[src/design/particle_wall_specular_collision_assert.svh]
// Assertion macros used by the divider
`ifndef PARTICLE_WALL_SPECULAR_COLLISION_ASSERT_SVH
`define PARTICLE_WALL_SPECULAR_COLLISION_ASSERT_SVH

// Same-cycle implication, disabled in reset
`define PWSC_ASSERT_IMPL(lbl, clk, rst, ante, cons) \
   lbl: assert property (@(posedge clk) disable iff (rst) (ante) |-> (cons)) \
      else $error("pwsc assertion failed");

// Next-cycle implication, disabled in reset
`define PWSC_ASSERT_NEXT(lbl, clk, rst, ante, cons) \
   lbl: assert property (@(posedge clk) disable iff (rst) (ante) |=> (cons)) \
      else $error("pwsc assertion failed");

`endif

[src/design/pwsc_pkg.sv]
package pwsc_pkg;

   localparam int IDX_W     = 16;
   localparam int DATA_W    = 32;
   localparam int TIME_W    = 31;
   localparam int COMP_W    = 21;
   localparam int PVEC_W    = 63;
   localparam int HALF_W    = 64;
   localparam int FRAC_W    = 16;
   localparam int WIDEN_SH  = 5;
   localparam int UNIT_FR   = 19;
   localparam int REL_W     = 33;
   localparam int PROD_W    = 54;
   localparam int SUM_W     = 56;
   localparam int SN_W      = 58;
   localparam int DIV_W     = 55;
   localparam int DIV_STEPS = 31;
   localparam int DFULL_W   = 49;
   localparam int DIST_W    = 42;
   localparam int FAR_SH    = 40;
   localparam int PLANE_W   = 63;
   localparam int WIDE_W    = 64;
   localparam int REG_IDX_W = 3;
   localparam int TDATA_W   = 240;

   typedef enum logic [REG_IDX_W-1:0] {
      REG_NORMAL   = 3'd0,
      REG_AXIS_U   = 3'd1,
      REG_AXIS_V   = 3'd2,
      REG_CENTER   = 3'd3,
      REG_WALL_VEL = 3'd4,
      REG_HALF     = 3'd5
   } reg_idx_type;

   typedef struct packed {
      logic [PVEC_W-1:0] normal;
      logic [PVEC_W-1:0] axis_u;
      logic [PVEC_W-1:0] axis_v;
      logic [PVEC_W-1:0] center;
      logic [PVEC_W-1:0] wall_vel;
      logic [HALF_W-1:0] half;
   } cfg_type;

   // Particle record that travels down the pipeline
   typedef struct packed {
      logic [IDX_W-1:0]           idx;
      logic [2:0][DATA_W-1:0]     pos;
      logic [2:0][DATA_W-1:0]     vel;
      logic [2:0][DATA_W-1:0]     vnew;
      logic [2:0][REL_W-1:0]      cp;
      logic [2:0][REL_W-1:0]      vr;
      logic [TIME_W-1:0]          tl;
      logic                       hit;
   } item_type;

   // Pick one 21-bit component out of a packed vector
   function automatic logic signed [COMP_W-1:0] comp(input logic [PVEC_W-1:0] v,
                                                     input logic [1:0] i);
      comp = $signed(v[COMP_W*i +: COMP_W]);
   endfunction

   // Clamp to the signed 32-bit range
   function automatic logic [DATA_W-1:0] sat32(input logic signed [WIDE_W-1:0] x);
      logic signed [WIDE_W-1:0] hi;
      logic signed [WIDE_W-1:0] lo;
      hi = WIDE_W'(64'sh7FFF_FFFF);
      lo = -hi - WIDE_W'(64'sd1);
      if (x > hi) begin
         sat32 = DATA_W'(hi);
      end else if (x < lo) begin
         sat32 = DATA_W'(lo);
      end else begin
         sat32 = DATA_W'(x);
      end
   endfunction

endpackage

[src/design/pwsc_cfg.sv]
module pwsc_cfg (
   input  logic                              clock,
   input  logic                              reset,
   input  logic                              csr_valid,
   output logic                              csr_ready,
   input  logic [pwsc_pkg::REG_IDX_W-1:0]    csr_index,
   input  logic [pwsc_pkg::HALF_W-1:0]       csr_wdata,
   output pwsc_pkg::cfg_type                 cfg
);
   import pwsc_pkg::*;

   cfg_type cfg_ff;
   cfg_type cfg_in;

   assign csr_ready = 1'b1;
   assign cfg       = cfg_ff;

   // Decode the register index; unknown indexes are dropped
   always_comb begin
      cfg_in = cfg_ff;
      if (csr_valid) begin
         unique case (reg_idx_type'(csr_index))
            REG_NORMAL:   cfg_in.normal   = csr_wdata[PVEC_W-1:0];
            REG_AXIS_U:   cfg_in.axis_u   = csr_wdata[PVEC_W-1:0];
            REG_AXIS_V:   cfg_in.axis_v   = csr_wdata[PVEC_W-1:0];
            REG_CENTER:   cfg_in.center   = csr_wdata[PVEC_W-1:0];
            REG_WALL_VEL: cfg_in.wall_vel = csr_wdata[PVEC_W-1:0];
            REG_HALF:     cfg_in.half     = csr_wdata;
            default:      cfg_in          = cfg_ff;
         endcase
      end
   end

   always_ff @(posedge clock) begin
      if (reset) begin
         cfg_ff <= '0;
      end else begin
         cfg_ff <= cfg_in;
      end
   end

endmodule

[config.mk]
export PLATFORM = sky130hd
export DESIGN_NAME = pwsc_cfg
export DESIGN_NICKNAME = d
export VERILOG_FILES = /design/src/design/particle_wall_specular_collision_assert.svh /design/src/design/pwsc_pkg.sv /design/src/design/pwsc_cfg.sv
export SDC_FILE = /design/constraint.sdc
export NUM_CORES = 1
export LEC_CHECK = 0
export BUFFER_PORTS_ARGS = -buffer_cell sky130_fd_sc_hd__buf_4
export CORE_MARGIN = 2
export CORE_UTILIZATION = 45
export DETAILED_ROUTE_END_ITERATION = 8
export PLACE_DENSITY = 0.74
export SLEW_MARGIN = 0
export SYNTH_ARGS = -nofsm -noshare
export SYNTH_HDL_FRONTEND = slang
export SYNTH_SLANG_ARGS = --single-unit
[constraint.sdc]
create_clock -name clock -period 2.3 [get_ports clock]
set_input_delay 0.115 -clock clock [delete_from_list [all_inputs] [get_ports clock]]
set_output_delay 0.115 -clock clock [all_outputs]
set_load 0.05 [all_outputs]
==> results.sh <==
export IMPL_die_area_mm2=0.0341
export IMPL_final_nets=1803
export IMPL_fillers=2717
export IMPL_cpMaxStageDelayCell="dfxtp_1"
export IMPL_switching_share_pct=24.4
export IMPL_ir_drop_uv=564
export IMPL_end_kind="primary output"
export IMPL_cts_made_buffers=41
export IMPL_dr_pass1_iters=4
export IMPL_htree_num_levels=2
export IMPL_p_int_mw=11.4
export IMPL_drive_gt1_share_pct=30.8
export IMPL_grt_pass1_wl_mm=62.3
export IMPL_p_comb_share_pct=10.4
export IMPL_cp_max_fo=2
export IMPL_routed_via_density=4.83
export IMPL_power_density_mw_per_mm2=751
export IMPL_worstMarginPinSlew_ps=820
export IMPL_crit_family="flip-flops"
export IMPL_hold_depth=3
export IMPL_rsz0062_at_grt="false"
export IMPL_rrSetupSlack_ps=1610
export IMPL_wl_mm=41.5
export IMPL_fin_util_pct=61.8
export IMPL_drt_drc_violations_left=0
export IMPL_hp_class="primary input to flop"
export IMPL_critPathArrivalTime_ps=1110
export IMPL_period_share_pct=53.1
export IMPL_cts_buffer_depth=3
export IMPL_skew_ps=0
export IMPL_place_hpwl_mm=28.6
export IMPL_grt_total_usage_pct=23.4
export IMPL_postRouteAntennaNets=0
export IMPL_clk_pin_slew_worst_paths_ps=60
export IMPL_synthToLayoutAreaGrowth_pct=36.3
export IMPL_ioPinCount=450
export IMPL_ctsRootBufferMaster="clkbuf_16"
export IMPL_path_class="flop to primary output"
export IMPL_routabilityCongestion=0.780
export IMPL_io_buffers=448
export IMPL_timing_final_ws_setup_ps=1080
export IMPL_grt_pass1_vias=10597
export IMPL_grt_max_degree=75
export IMPL_p_switching_mw=3.67
export IMPL_r2r_cells=2
export IMPL_fin_crit_ps=1220
export IMPL_coreArea_mm2=0.0324
export IMPL_hold_viol=0
export IMPL_seq_area_frac_synth_pct=51.7
export IMPL_finalSetupViolCount=0
export IMPL_synth_lib_cells_used_distinct=14
export IMPL_n_antenna_cell=0
export IMPL_ys_warn_count=0
export IMPL_p_clk_share_pct=44.4
export IMPL_drtIter0Drc=373
export IMPL_total_leakage_power_nw=10.2
export IMPL_syn_instance_count=1304
export IMPL_syn_area_mm2=0.0147
export IMPL_antenna_found_initial=0
export IMPL_tns_ps=0
export IMPL_cts_sinks=379
export IMPL_worst_path_buf_inv=1
export IMPL_seq_power_share_pct=45.2
export IMPL_cp_cell_sequence="buf_4"
export IMPL_die_height_um=185
export IMPL_avgSynthCellArea_um2=11.3
export IMPL_critical_path_max_stage_delay_ps=380
export IMPL_syn_nets=1374
export IMPL_worstSetupPathDepth=1
export IMPL_status="complete, no violations"
export IMPL_core_rowCount=66
export IMPL_timing_slew_headroom_pct=45.3
export IMPL_grt_overflow_total=0
export IMPL_dr_total_vias=10656
export IMPL_fmax_mhz=819
export IMPL_start_util_pct=45.4
export IMPL_maxSlewViolCount=0
export IMPL_clock_latency_ps=510
export IMPL_whs_ps=8.66
export IMPL_ys_seq_elements=379
export IMPL_wl_per_cell_um=18.9
export IMPL_die_w_um=185
export IMPL_cts_tree="done"
export IMPL_required_ps=2180
export IMPL_cap_violations=0
export IMPL_largest_reg_flops=379
export IMPL_dp_slack_ps=667
export IMPL_start_kind="flop"
area by class of cell:
type	count	area (um2)	share of cell area, %
clock inverter	14	178	0.888
sequential	379	7590	37.9
clock buffer	58	1200	5.99
multi-input combinational	832	6720	33.6
timing repair buffer	479	3780	18.9
tap	442	553	2.76
power groups by stage:
stage	clock network, mW	registers, mW	logic [mW]
after floorplan	0	7.43	0.515
after global placement	0	6.93	1.54
after detailed placement	0	6.94	1.55
after CTS	6.80	6.79	1.57
after global routing	7.09	6.81	1.63
final	6.67	6.79	1.56
logic make-up after synthesis:
group | Yosys count | share of synthesized area (%)
DFF | 379 | 51.7
buffers and inverters | 93 | 2.97
muxes | 379 | 25.8
other | 1 | 0.0255
and+or+nand+nor | 452 | 19.5
final timing paths:
path	start	to
min	csr_wdata[5]	cfg[258]$_SDFFE_PP0P_
min reg2reg	cfg[250]$_SDFFE_PP0P_	cfg[250]$_SDFFE_PP0P_
max reg2reg	cfg[290]$_SDFFE_PP0P_	cfg[290]$_SDFFE_PP0P_
max	cfg[88]$_SDFFE_PP0P_	cfg[88]
cell usage in the layout, fill, tap and decap left out:
master and instances:
conb_1 1, nand2b_1 443, clkbuf_8 12, buf_12 13, buf_4 458, nand4b_1 2, bufinv_16 4, and4bb_2 1
dlygate4sd3_1 7, or4b_1 1, clkinv_2 7, mux2i_1 379, dfxtp_1 379, clkbuf_16 41, nand4bb_4 3, clkinvlp_4 3
clkbuf_1 6, and4b_1 1, nor4b_2 1
per-layer routing:
metal	vias to the layer above	part of all wire, %	GRT usage (%)
met5	-	0	0
met2	352	47	40.0
met3	57	8.4	7.25
li1	5155	-	-
met4	0	2.5	6.98
met1	5092	42	28.2
cells in the mapped netlist:
cell / number / share of area, %
nand2b_1: 443 / 19
dfxtp_1: 379 / 52
mux2i_1: 379 / 26
clkbuf_1: 52 / 1.3
buf_2: 28 / 0.95
buf_4: 12 / 0.61
nand4bb_1: 3 / 0.23
nand4b_1: 2 / 0.12
and4b_1: 1 / 0.068
and4bb_2: 1 / 0.085
buf_6: 1 / 0.077
conb_1: 1 / 0.026
nor4b_1: 1 / 0.060
or4b_1: 1 / 0.068
metrics by stage:
stage          power [mW]  std cells  area (um2)
2_1_floorplan        7.94       1304       14700
3_3_place_gp         8.47       2125       18600
3_5_place_dp         8.49       2125       18600
4_1_cts              15.2       2204       20000
5_1_grt              15.5       2204       20000
6_report             15.0       2204       20000
timing repair:
action	4_1_cts	5_1_grt
buffers inserted	0	0
hold buffers	7	0
endpoints found under the setup margin	0	0
hold endpoints to repair	25	0
gates resized for setup	0	0
Note: power is estimated with default switching activity, not from simulation.
